### config.mk
export PLATFORM = sky130hd
export DESIGN_NAME = tiered_inactivity_power_manager_unit_flat
export DESIGN_NICKNAME = d
export VERILOG_FILES = /design/src/design/tipm_pkg.sv /design/src/design/tipm_if.sv /design/src/design/tipm_step.sv /design/src/design/tiered_inactivity_power_manager_unit.sv /design/src/flat_wrapper.sv
export VERILOG_INCLUDE_DIRS = /design/src /design/src/design
export SDC_FILE = /design/constraint.sdc
export NUM_CORES = 1
export LEC_CHECK = 0
export ABC_CLOCK_PERIOD_IN_PS = 5200
export BUFFER_PORTS_ARGS = -buffer_cell sky130_fd_sc_hd__buf_2
export CORE_MARGIN = 2
export CORE_UTILIZATION = 47
export CTS_CLUSTER_DIAMETER = 80
export CTS_CLUSTER_SIZE = 10
export DETAILED_ROUTE_END_ITERATION = 16
export MAX_ROUTING_LAYER = met4
export PLACE_DENSITY = 0.66
export SLEW_MARGIN = 0
export SYNTH_ARGS = -nofsm -noshare
export SYNTH_HDL_FRONTEND = slang
export SYNTH_SLANG_ARGS = --single-unit
### constraint.sdc
create_clock -name clk -period 5.2 [get_ports clk]
set_input_delay 0.78 -clock clk [delete_from_list [all_inputs] [get_ports clk]]
set_output_delay 0.78 -clock clk [all_outputs]
set_load 0.02 [all_outputs]
### src/design/tiered_inactivity_power_manager_unit_defines.svh
// Assertion macros for the power manager block.
// Both macros sample on posedge clk and are disabled while rst_n is low.
`ifndef TIERED_INACTIVITY_POWER_MANAGER_UNIT_DEFINES_SVH
`define TIERED_INACTIVITY_POWER_MANAGER_UNIT_DEFINES_SVH

`ifndef SYNTHESIS

// Same-cycle implication.
`define TIPM_ASSERT_IMP(label, ante, cons) \
    label: assert property (@(posedge clk) disable iff (!rst_n) (ante) |-> (cons)) \
        else $error("tipm assertion failed");

// Next-cycle implication.
`define TIPM_ASSERT_NEXT(label, ante, cons) \
    label: assert property (@(posedge clk) disable iff (!rst_n) (ante) |=> (cons)) \
        else $error("tipm assertion failed");

`else

`define TIPM_ASSERT_IMP(label, ante, cons)
`define TIPM_ASSERT_NEXT(label, ante, cons)

`endif

`endif

### src/design/tipm_pkg.sv
`timescale 1ns / 1ps

package tipm_pkg;

    localparam int LOCK_BITS_DEF = 8;
    localparam int LOCK_IN_W     = 8;
    localparam int CFG_IDX_W     = 8;
    localparam int CFG_DATA_W    = 16;
    localparam int COUNT_W       = 16;
    localparam int LEVEL_W       = 8;

    localparam logic [COUNT_W-1:0] COUNT_MAX     = '1;
    localparam logic [15:0]        DIM_AFTER_RST   = 16'd10000;
    localparam logic [15:0]        OFF_AFTER_RST   = 16'd15000;
    localparam logic [15:0]        SLEEP_AFTER_RST = 16'd20000;
    localparam logic [LEVEL_W-1:0] SAVED_RST     = 8'd255;
    localparam logic [LEVEL_W-1:0] DIM_FLOOR     = 8'd10;
    localparam int                 DIM_SHIFT     = 2;  // divide by four

    typedef enum logic [1:0] {
        TIER_ACTIVE = 2'd0,
        TIER_DIM    = 2'd1,
        TIER_OFF    = 2'd2,
        TIER_SLEEP  = 2'd3
    } tier_t;

    typedef enum logic [1:0] {
        KIND_TICK     = 2'd0,
        KIND_TOUCH    = 2'd1,
        KIND_LOCK_SET = 2'd2,
        KIND_LOCK_CLR = 2'd3
    } kind_t;

    typedef enum logic [CFG_IDX_W-1:0] {
        CFG_DIM_AFTER   = 8'd0,
        CFG_OFF_AFTER   = 8'd1,
        CFG_SLEEP_AFTER = 8'd2,
        CFG_SLEEP_EN    = 8'd3
    } cfg_idx_t;

    typedef struct packed {
        kind_t                  kind;
        logic [LOCK_IN_W-1:0]   lock_bits;
        logic                   wifi_busy;
        logic [LEVEL_W-1:0]     brightness_now;
    } item_t;

    typedef struct packed {
        tier_t                  tier;
        logic                   backlight_write;
        logic [LEVEL_W-1:0]     backlight_level;
        logic                   panel_on;
        logic                   sleep_request;
        logic                   touch_recal;
        logic                   display_showing;
    } result_t;

    typedef struct packed {
        logic [15:0]            dim_after_ms;
        logic [15:0]            off_after_ms;
        logic [15:0]            sleep_after_ms;
        logic                   sleep_enabled;
    } cfg_t;

    typedef struct packed {
        tier_t                  tier;
        logic [COUNT_W-1:0]     idle_count;
        logic [LEVEL_W-1:0]     saved_level;
        logic                   panel_state;
    } pm_state_t;

endpackage

### src/design/tipm_if.sv
`timescale 1ns / 1ps

interface tipm_item_if import tipm_pkg::*; ();
    logic                   valid;
    logic                   ready;
    logic [1:0]             kind;
    logic [LOCK_IN_W-1:0]   lock_bits;
    logic                   wifi_busy;
    logic [LEVEL_W-1:0]     brightness_now;

    modport source (output valid, kind, lock_bits, wifi_busy, brightness_now, input ready);
    modport sink (input valid, kind, lock_bits, wifi_busy, brightness_now, output ready);
endinterface

interface tipm_result_if import tipm_pkg::*; ();
    logic                   valid;
    logic                   ready;
    logic [1:0]             tier;
    logic                   backlight_write;
    logic [LEVEL_W-1:0]     backlight_level;
    logic                   panel_on;
    logic                   sleep_request;
    logic                   touch_recal;
    logic                   display_showing;

    modport source (output valid, tier, backlight_write, backlight_level, panel_on,
                    sleep_request, touch_recal, display_showing, input ready);
    modport sink (input valid, tier, backlight_write, backlight_level, panel_on,
                  sleep_request, touch_recal, display_showing, output ready);
endinterface

interface tipm_cfg_if import tipm_pkg::*; ();
    logic                   valid;
    logic                   ready;
    logic [CFG_IDX_W-1:0]   index;
    logic [CFG_DATA_W-1:0]  data;

    modport source (output valid, index, data, input ready);
    modport sink (input valid, index, data, output ready);
endinterface

### src/design/tipm_step.sv
`timescale 1ns / 1ps

module tipm_step import tipm_pkg::*; #(
    parameter int LOCK_BITS = LOCK_BITS_DEF
) (
    input  item_t                 item,
    input  cfg_t                  cfg,
    input  pm_state_t             state,
    input  logic [LOCK_BITS-1:0]  lock_mask,
    output pm_state_t             state_next,
    output logic [LOCK_BITS-1:0]  lock_mask_next,
    output result_t               result
);

    logic [COUNT_W-1:0]   count_inc;
    logic                 tiers_held;
    logic                 dim_hit;
    logic                 off_hit;
    logic                 sleep_hit;
    tier_t                tier_a;
    tier_t                tier_b;
    tier_t                tier_c;
    logic [LEVEL_W-1:0]   quarter;
    logic [LEVEL_W-1:0]   dim_level;
    logic [LOCK_BITS-1:0] bits;

    // lock bits resized to the mask width
    always_comb
    begin
        bits = '0;
        for (int i = 0; i < LOCK_BITS && i < LOCK_IN_W; i++)
        begin
            bits[i] = item.lock_bits[i];
        end
    end

    assign count_inc    = (state.idle_count != COUNT_MAX) ? state.idle_count + 1'b1
                                                          : state.idle_count;
    assign tiers_held   = (lock_mask != '0) || !cfg.sleep_enabled;
    assign quarter      = item.brightness_now >> DIM_SHIFT;
    assign dim_level    = (quarter < DIM_FLOOR) ? DIM_FLOOR : quarter;

    // tiers chain within one tick: dim, then off, then sleep
    assign dim_hit   = !tiers_held && (state.tier == TIER_ACTIVE)
                       && (count_inc > cfg.dim_after_ms);
    assign tier_a    = dim_hit ? TIER_DIM : state.tier;
    assign off_hit   = !tiers_held && (tier_a == TIER_DIM)
                       && (count_inc > cfg.off_after_ms);
    assign tier_b    = off_hit ? TIER_OFF : tier_a;
    assign sleep_hit = !tiers_held && !item.wifi_busy && (tier_b == TIER_OFF)
                       && (count_inc > cfg.sleep_after_ms);
    assign tier_c    = sleep_hit ? TIER_SLEEP : tier_b;

    always_comb
    begin
        state_next     = state;
        lock_mask_next = lock_mask;
        result         = '0;
        case (item.kind)
            KIND_TICK:
            begin
                state_next.idle_count = count_inc;
                state_next.tier       = tier_c;
                if (dim_hit)
                begin
                    state_next.saved_level = item.brightness_now;
                end
                if (off_hit)
                begin
                    state_next.panel_state = 1'b0;
                end
                result.backlight_write = dim_hit || off_hit;
                result.backlight_level = off_hit ? '0 : (dim_hit ? dim_level : '0);
                result.sleep_request   = sleep_hit;
            end
            KIND_TOUCH:
            begin
                state_next.idle_count = '0;
                if (state.tier != TIER_ACTIVE)
                begin
                    state_next.tier        = TIER_ACTIVE;
                    state_next.panel_state = 1'b1;
                    result.backlight_write = 1'b1;
                    result.backlight_level = state.saved_level;
                    result.touch_recal     = (state.tier inside {TIER_OFF, TIER_SLEEP});
                end
            end
            KIND_LOCK_SET:
            begin
                lock_mask_next = lock_mask | bits;
            end
            KIND_LOCK_CLR:
            begin
                lock_mask_next = lock_mask & ~bits;
            end
            default:
            begin
                lock_mask_next = lock_mask;
            end
        endcase
        result.tier            = state_next.tier;
        result.panel_on        = state_next.panel_state;
        result.display_showing = (state_next.tier inside {TIER_ACTIVE, TIER_DIM});
    end

endmodule

### src/design/tiered_inactivity_power_manager_unit.sv
`timescale 1ns / 1ps
// Channel   Dir  Payload
// item_ch   in   kind, lock_bits, wifi_busy, brightness_now
// result_ch out  tier, backlight_write, backlight_level, panel_on,
//                sleep_request, touch_recal, display_showing
// cfg_ch    in   index, data (register write)
//
// One item per cycle sustained while result_ch is ready; each transfer passes the input
// register, then the state update into the result register.
// The state update is a single pass of compares on the 16-bit idle count.
// Reset restores the register defaults and the active tier; no clearing pass.
// A stall on result_ch fills the input register, then drops item_ch.ready.

`include "tiered_inactivity_power_manager_unit_defines.svh"

module tiered_inactivity_power_manager_unit import tipm_pkg::*; #(
    parameter int LOCK_BITS = LOCK_BITS_DEF
) (
    input  logic           clk,
    input  logic           rst_n,
    tipm_item_if.sink      item_ch,
    tipm_result_if.source  result_ch,
    tipm_cfg_if.sink       cfg_ch
);

    cfg_t                 cfg_reg;
    pm_state_t            state_reg;
    pm_state_t            state_next;
    logic [LOCK_BITS-1:0] lock_mask_reg;
    logic [LOCK_BITS-1:0] lock_mask_next;
    logic                 stage_valid_reg;
    item_t                stage_reg;
    logic                 res_valid_reg;
    result_t              res_reg;
    result_t              res_next;
    logic                 advance;
    item_t                item_in;

    assign advance       = stage_valid_reg && (!res_valid_reg || result_ch.ready);
    assign item_ch.ready = !stage_valid_reg || advance;
    assign cfg_ch.ready  = 1'b1;

    assign item_in.kind           = kind_t'(item_ch.kind);
    assign item_in.lock_bits      = item_ch.lock_bits;
    assign item_in.wifi_busy      = item_ch.wifi_busy;
    assign item_in.brightness_now = item_ch.brightness_now;

    tipm_step #(
        .LOCK_BITS (LOCK_BITS)
    ) u_step (
        .item           (stage_reg),
        .cfg            (cfg_reg),
        .state          (state_reg),
        .lock_mask      (lock_mask_reg),
        .state_next     (state_next),
        .lock_mask_next (lock_mask_next),
        .result         (res_next)
    );

    always_ff @(posedge clk or negedge rst_n)
    begin
        if (!rst_n)
        begin
            cfg_reg.dim_after_ms   <= DIM_AFTER_RST;
            cfg_reg.off_after_ms   <= OFF_AFTER_RST;
            cfg_reg.sleep_after_ms <= SLEEP_AFTER_RST;
            cfg_reg.sleep_enabled  <= 1'b1;
        end
        else if (cfg_ch.valid && cfg_ch.ready)
        begin
            case (cfg_ch.index)
                CFG_DIM_AFTER:   cfg_reg.dim_after_ms   <= cfg_ch.data;
                CFG_OFF_AFTER:   cfg_reg.off_after_ms   <= cfg_ch.data;
                CFG_SLEEP_AFTER: cfg_reg.sleep_after_ms <= cfg_ch.data;
                CFG_SLEEP_EN:    cfg_reg.sleep_enabled  <= cfg_ch.data[0];
                default:         cfg_reg <= cfg_reg;
            endcase
        end
    end

    always_ff @(posedge clk or negedge rst_n)
    begin
        if (!rst_n)
        begin
            state_reg.tier        <= TIER_ACTIVE;
            state_reg.idle_count  <= '0;
            state_reg.saved_level <= SAVED_RST;
            state_reg.panel_state <= 1'b1;
            lock_mask_reg         <= '0;
            stage_valid_reg       <= 1'b0;
            res_valid_reg         <= 1'b0;
        end
        else
        begin
            if (item_ch.valid && item_ch.ready)
            begin
                stage_valid_reg <= 1'b1;
            end
            else if (advance)
            begin
                stage_valid_reg <= 1'b0;
            end

            if (advance)
            begin
                state_reg     <= state_next;
                lock_mask_reg <= lock_mask_next;
                res_valid_reg <= 1'b1;
            end
            else if (result_ch.ready)
            begin
                res_valid_reg <= 1'b0;
            end
        end
    end

    // payload registers
    always_ff @(posedge clk)
    begin
        if (item_ch.valid && item_ch.ready)
        begin
            stage_reg <= item_in;
        end
        if (advance)
        begin
            res_reg <= res_next;
        end
    end

    assign result_ch.valid           = res_valid_reg;
    assign result_ch.tier            = res_reg.tier;
    assign result_ch.backlight_write = res_reg.backlight_write;
    assign result_ch.backlight_level = res_reg.backlight_level;
    assign result_ch.panel_on        = res_reg.panel_on;
    assign result_ch.sleep_request   = res_reg.sleep_request;
    assign result_ch.touch_recal     = res_reg.touch_recal;
    assign result_ch.display_showing = res_reg.display_showing;

    // panel is powered exactly in the showing tiers
    `TIPM_ASSERT_IMP(a_panel_tier, 1'b1,
        state_reg.panel_state == (state_reg.tier == TIER_ACTIVE || state_reg.tier == TIER_DIM))
    // lock items never move the tier
    `TIPM_ASSERT_NEXT(a_lock_keeps_tier,
        advance && (stage_reg.kind == KIND_LOCK_SET || stage_reg.kind == KIND_LOCK_CLR),
        $stable(state_reg.tier))
    `TIPM_ASSERT_IMP(a_sleep_req_tier, res_valid_reg && res_reg.sleep_request,
        res_reg.tier == TIER_SLEEP && !res_reg.panel_on)
    `TIPM_ASSERT_IMP(a_recal_wakes, res_valid_reg && res_reg.touch_recal,
        res_reg.tier == TIER_ACTIVE && res_reg.panel_on && res_reg.backlight_write)
    `TIPM_ASSERT_IMP(a_level_zero_idle, res_valid_reg && !res_reg.backlight_write,
        res_reg.backlight_level == '0)

endmodule
### src/flat_wrapper.sv
// flat-port wrapper written by rule: the top's interface ports become plain ports
module tiered_inactivity_power_manager_unit_flat import tipm_pkg::*;
#(
    parameter int LOCK_BITS = LOCK_BITS_DEF
)
  (clk, rst_n, item_ch_valid, item_ch_kind, item_ch_lock_bits, item_ch_wifi_busy, item_ch_brightness_now, item_ch_ready, result_ch_valid, result_ch_tier, result_ch_backlight_write, result_ch_backlight_level, result_ch_panel_on, result_ch_sleep_request, result_ch_touch_recal, result_ch_display_showing, result_ch_ready, cfg_ch_valid, cfg_ch_index, cfg_ch_data, cfg_ch_ready);
  tipm_item_if item_ch_i ();
  tipm_result_if result_ch_i ();
  tipm_cfg_if cfg_ch_i ();
  input  logic clk;
  input  logic rst_n;
  input wire logic [$bits(item_ch_i.valid)-1:0] item_ch_valid;
  input wire logic [$bits(item_ch_i.kind)-1:0] item_ch_kind;
  input wire logic [$bits(item_ch_i.lock_bits)-1:0] item_ch_lock_bits;
  input wire logic [$bits(item_ch_i.wifi_busy)-1:0] item_ch_wifi_busy;
  input wire logic [$bits(item_ch_i.brightness_now)-1:0] item_ch_brightness_now;
  output wire logic [$bits(item_ch_i.ready)-1:0] item_ch_ready;
  output wire logic [$bits(result_ch_i.valid)-1:0] result_ch_valid;
  output wire logic [$bits(result_ch_i.tier)-1:0] result_ch_tier;
  output wire logic [$bits(result_ch_i.backlight_write)-1:0] result_ch_backlight_write;
  output wire logic [$bits(result_ch_i.backlight_level)-1:0] result_ch_backlight_level;
  output wire logic [$bits(result_ch_i.panel_on)-1:0] result_ch_panel_on;
  output wire logic [$bits(result_ch_i.sleep_request)-1:0] result_ch_sleep_request;
  output wire logic [$bits(result_ch_i.touch_recal)-1:0] result_ch_touch_recal;
  output wire logic [$bits(result_ch_i.display_showing)-1:0] result_ch_display_showing;
  input wire logic [$bits(result_ch_i.ready)-1:0] result_ch_ready;
  input wire logic [$bits(cfg_ch_i.valid)-1:0] cfg_ch_valid;
  input wire logic [$bits(cfg_ch_i.index)-1:0] cfg_ch_index;
  input wire logic [$bits(cfg_ch_i.data)-1:0] cfg_ch_data;
  output wire logic [$bits(cfg_ch_i.ready)-1:0] cfg_ch_ready;
  assign item_ch_i.valid = item_ch_valid;
  assign item_ch_i.kind = item_ch_kind;
  assign item_ch_i.lock_bits = item_ch_lock_bits;
  assign item_ch_i.wifi_busy = item_ch_wifi_busy;
  assign item_ch_i.brightness_now = item_ch_brightness_now;
  assign item_ch_ready = item_ch_i.ready;
  assign result_ch_valid = result_ch_i.valid;
  assign result_ch_tier = result_ch_i.tier;
  assign result_ch_backlight_write = result_ch_i.backlight_write;
  assign result_ch_backlight_level = result_ch_i.backlight_level;
  assign result_ch_panel_on = result_ch_i.panel_on;
  assign result_ch_sleep_request = result_ch_i.sleep_request;
  assign result_ch_touch_recal = result_ch_i.touch_recal;
  assign result_ch_display_showing = result_ch_i.display_showing;
  assign result_ch_i.ready = result_ch_ready;
  assign cfg_ch_i.valid = cfg_ch_valid;
  assign cfg_ch_i.index = cfg_ch_index;
  assign cfg_ch_i.data = cfg_ch_data;
  assign cfg_ch_ready = cfg_ch_i.ready;
  tiered_inactivity_power_manager_unit #(.LOCK_BITS(LOCK_BITS)) u_core (.clk(clk), .rst_n(rst_n), .item_ch(item_ch_i), .result_ch(result_ch_i), .cfg_ch(cfg_ch_i));
endmodule
==> results.md <==
* Outcome: finished, final reports clean
* Seq pwr share at 42.3%
* Crit share post-route at 81.2%
* Post-route cell area at approximately 7200 um2
* GRT Resource Usage Total at 20.1%
* CTS Buf Count at 17
* CTS sink count at 120
* Top_reg_cell synth: dfrtp_1
* Io pins at 66
* Area after DPL at roughly 6600 um2
* Antenna diodes at 0
* Row count at 41
* Highest clock rate at 237 MHz
* Hold buffers post-CTS at 0
* Placed cells at 754
* CP Capture Type: flop
* CTS H-tree depth at 4
* Post-CTS sizing at 0
* Fillcell total at 1090
* Worst Setup Start Kind: flop
* Vias at 4222
* I/O Buffers at 64
* Area of the multi-input gates at 2680 um2
* Clk Latency, worst-skew pair at 0.42 ns
* CP most frequent cell: and4_1
* Register area share after synthesis at 52.3%
* Measured slew at the worst slew-check pin at between 1 and 1.5 ns
* Commonest cells in the netlist: dfrtp_1 (59), ha_1 (49), inv_1 (48)
* CTS tree: yes
* Vias in the first global route at 4290
* Die height at roughly 120 um
* Power share of the combinational group at 11.1%
* Area grow syn2layout at 18.1%
* Core area at 12700 um2
* Synth Instances at roughly 530
* Critical path peak fanout at 6
* Pwr/cell area at roughly 360 nW/um2
* GPL Wtd Cong at between 0.8 and 0.9
* Final Util at 57.1%
* Pins Over Slew Limit at 0
* Post-CTS setup buffers at 0
* Buf+Inv Stages, Crit Path at 0
* Wire length on met2 at 6140 um
* Antenna Nets Post-Route at 0
* Non-filler cells, final at 786
* Synthesis Warnings at 0
* Wire length on met1 at approximately 6000 um
* First-pass iteration count of the detailed router at 4
* CP max stage delay at 0.50 ns
* Biggest area consumer among synthesized cells: dfrtp_1
* Initial DRC count at 187
* Routed len/inst at about 16 um
* Number of max-cap violations at 0
* Pin count of the biggest net entering global routing at 53
* Distinct cells, synth at 59
* Max FFs per register at between 40 and 50
* Cell Int Power at 0.00198 W
* Post-DP HPWL at 9340 um
* Die width at 118 um
* Worst Path Required at 5.37 ns
* Largest cells by area after synthesis: dfrtp_1 (24%), edfxtp_1 (17%), dfstp_2 (12%)
* Net Sw Frac at about a quarter
* Layout Skew at 0.0122 ns
* Synth Cell Area at 6130 um2
* Clock Path Buffers at 2
* Clock power share at 46.6%
* Top-count cell post-synth: dfrtp_1
* Hold WC Path Type: in -> async
* Crit path DAT at approximately 4.4 ns
* Slowest CP cell: or4b_1
* Starting Density at 48.3%
* Avg Inst Size Synth at 11.6 um2
* Via/cell ratio at 5.37
* Metal3 WL at around 440 um
* Maximum vdd drop at 0.000194 V
* Net Switching at 0.000607 W
* Kind of critical path: reg -> reg
* Final WL at 12700 um
* Synth async-reset ratio at 71.7%
* Overflow left after global routing at 0
* First-pass GRT wire length at approximately 21000 um
* Setup TNS after final layout at 0 ns
* Final count of negative-setup-slack endpoints at 0
* Max-Slew Margin vs Limit at between 20% and 30%
* Crit-path cells: ha_1, and3_1, and4_1, and3_1, nor2_1, and4_1, xor2_1, ha_1, and4_1, or4b_1, o221ai_2, nand2_2, or3_4, a21o_1
* Synth Net Count at ~630
* Nets at 698
* DRC at 0
* Leakage at 3.33 nW
* Post-synth EDFFs at 34
* Antenna violations before repair at 0
* Post-layout min period at around 4.2 ns
* Die Area at around 14000 um2
* Endpoints failing hold at 0
* RSZ-0062 raised after global routing: no
* Reg clk slew, reported paths at 0.05 ns
* Post-synth top area share at 24.1%
* Synthesized flop and latch total at 120
* Share of post-route cells with drive strength above 1 at 25.1%
* Top sig layer: met4
* Register area at about 3200 um2
* Critical path's top delay family: simple AND/OR/NAND/NOR gates
* Root Buffer: clkbuf_16
[worst reg2reg max path, stage by stage, from the launching register on]
cell and delay (ns):
dfrtp_1 0.43, ha_1 0.23, and3_1 0.21, and4_1 0.22
and3_1 0.23, nor2_1 0.15, and4_1 0.22, xor2_1 0.35
ha_1 0.20, and4_1 0.21, or4b_1 0.50, o221ai_2 0.29
nand2_2 0.14, or3_4 0.42, a21o_1 0.19
[stage by stage]
step | total power (W) | setup WS (ns) | hold WS [ns]
CTS | 0.00262 | 0.978 | 0.317
floorplan | 0.00129 | 1.38 | 0.434
global route | 0.00270 | 0.720 | 0.340
global placement | 0.00138 | 1.10 | 0.443
finish | 0.00258 | 0.980 | 0.321
detailed placement | 0.00140 | 1.00 | 0.451
[path summary, 6_finish.rpt]
kind / slack [ns] / to / depth (start not counted) / start
max: 0.98 / u_core.result_ch.panel_on / 14 / u_core.state_reg[9]
min: 0.32 / u_core.cfg_reg[40] / 1 / rst_n
max reg2reg: 0.98 / u_core.result_ch.panel_on / 14 / u_core.state_reg[9]
min reg2reg: 0.47 / u_core.state_reg[1] / 1 / u_core.stage_reg[0]
max in group asynchronous: 3.87 / u_core.state_reg[11] / 2 / rst_n
min in group clk: 0.47 / u_core.state_reg[1] / 1 / u_core.stage_reg[0]
[cells by family after synthesis]
| kind of cell | count (synthesis) | share of synthesized area [%] |
|---|---|---|
| AND/OR/NAND/NOR | 141 | 12.9 |
| flip-flops | 120 | 52.3 |
| AO/OA/AOI/OAI | 103 | 11.4 |
| buffers and inverters | 62 | 3.94 |
| adder cells (fa/ha/maj) | 49 | 10.0 |
| multiplexers | 43 | 7.90 |
| XOR/XNOR | 10 | 1.43 |
| other | 1 | 0.0612 |
[placed cells by master, fill, tap and decap left out, types with 17 or more instances in the layout]
cell,synthesis,final
dfstp_2,27,27
mux2_2,18,18
inv_1,48,48
buf_2,4,63
a22o_1,19,19
nand2_1,44,44
ha_1,49,49
edfxtp_1,34,34
nor2_1,18,18
mux2_1,25,25
clkbuf_16,0,17
a21oi_1,30,30
dfrtp_1,59,59
[layer usage]
| metal | vias to the layer above | GRT usage [%] |
|---|---|---|
| met5 | - | - |
| li1 | 2073 | - |
| met2 | 70 | 31.4 |
| met4 | 0 | 6.33 |
| met1 | 2073 | 25.6 |
| met3 | 6 | 5.36 |
[final cells by class]
| type | count | share of cell area (%) |
|---|---|---|
| Tap cell | 172 | 2.97 |
| Clock inverter | 10 | 2.13 |
| Sequential cell | 120 | 44.3 |
| Timing Repair Buffer | 66 | 4.67 |
| Inverter | 49 | 2.54 |
| Multi-Input combinational cell | 347 | 37.1 |
| Clock buffer | 22 | 6.28 |
[power groups by stage]
stage	Combinational, W	Sequential, W	Clock, W
floorplan	0.000189	0.00110	0
global placement	0.000279	0.00110	0
detailed placement	0.000289	0.00111	0
CTS	0.000292	0.00109	0.00123
global route	0.000332	0.00110	0.00127
finish	0.000288	0.00109	0.00120
Power figures use the tool's default switching activity.
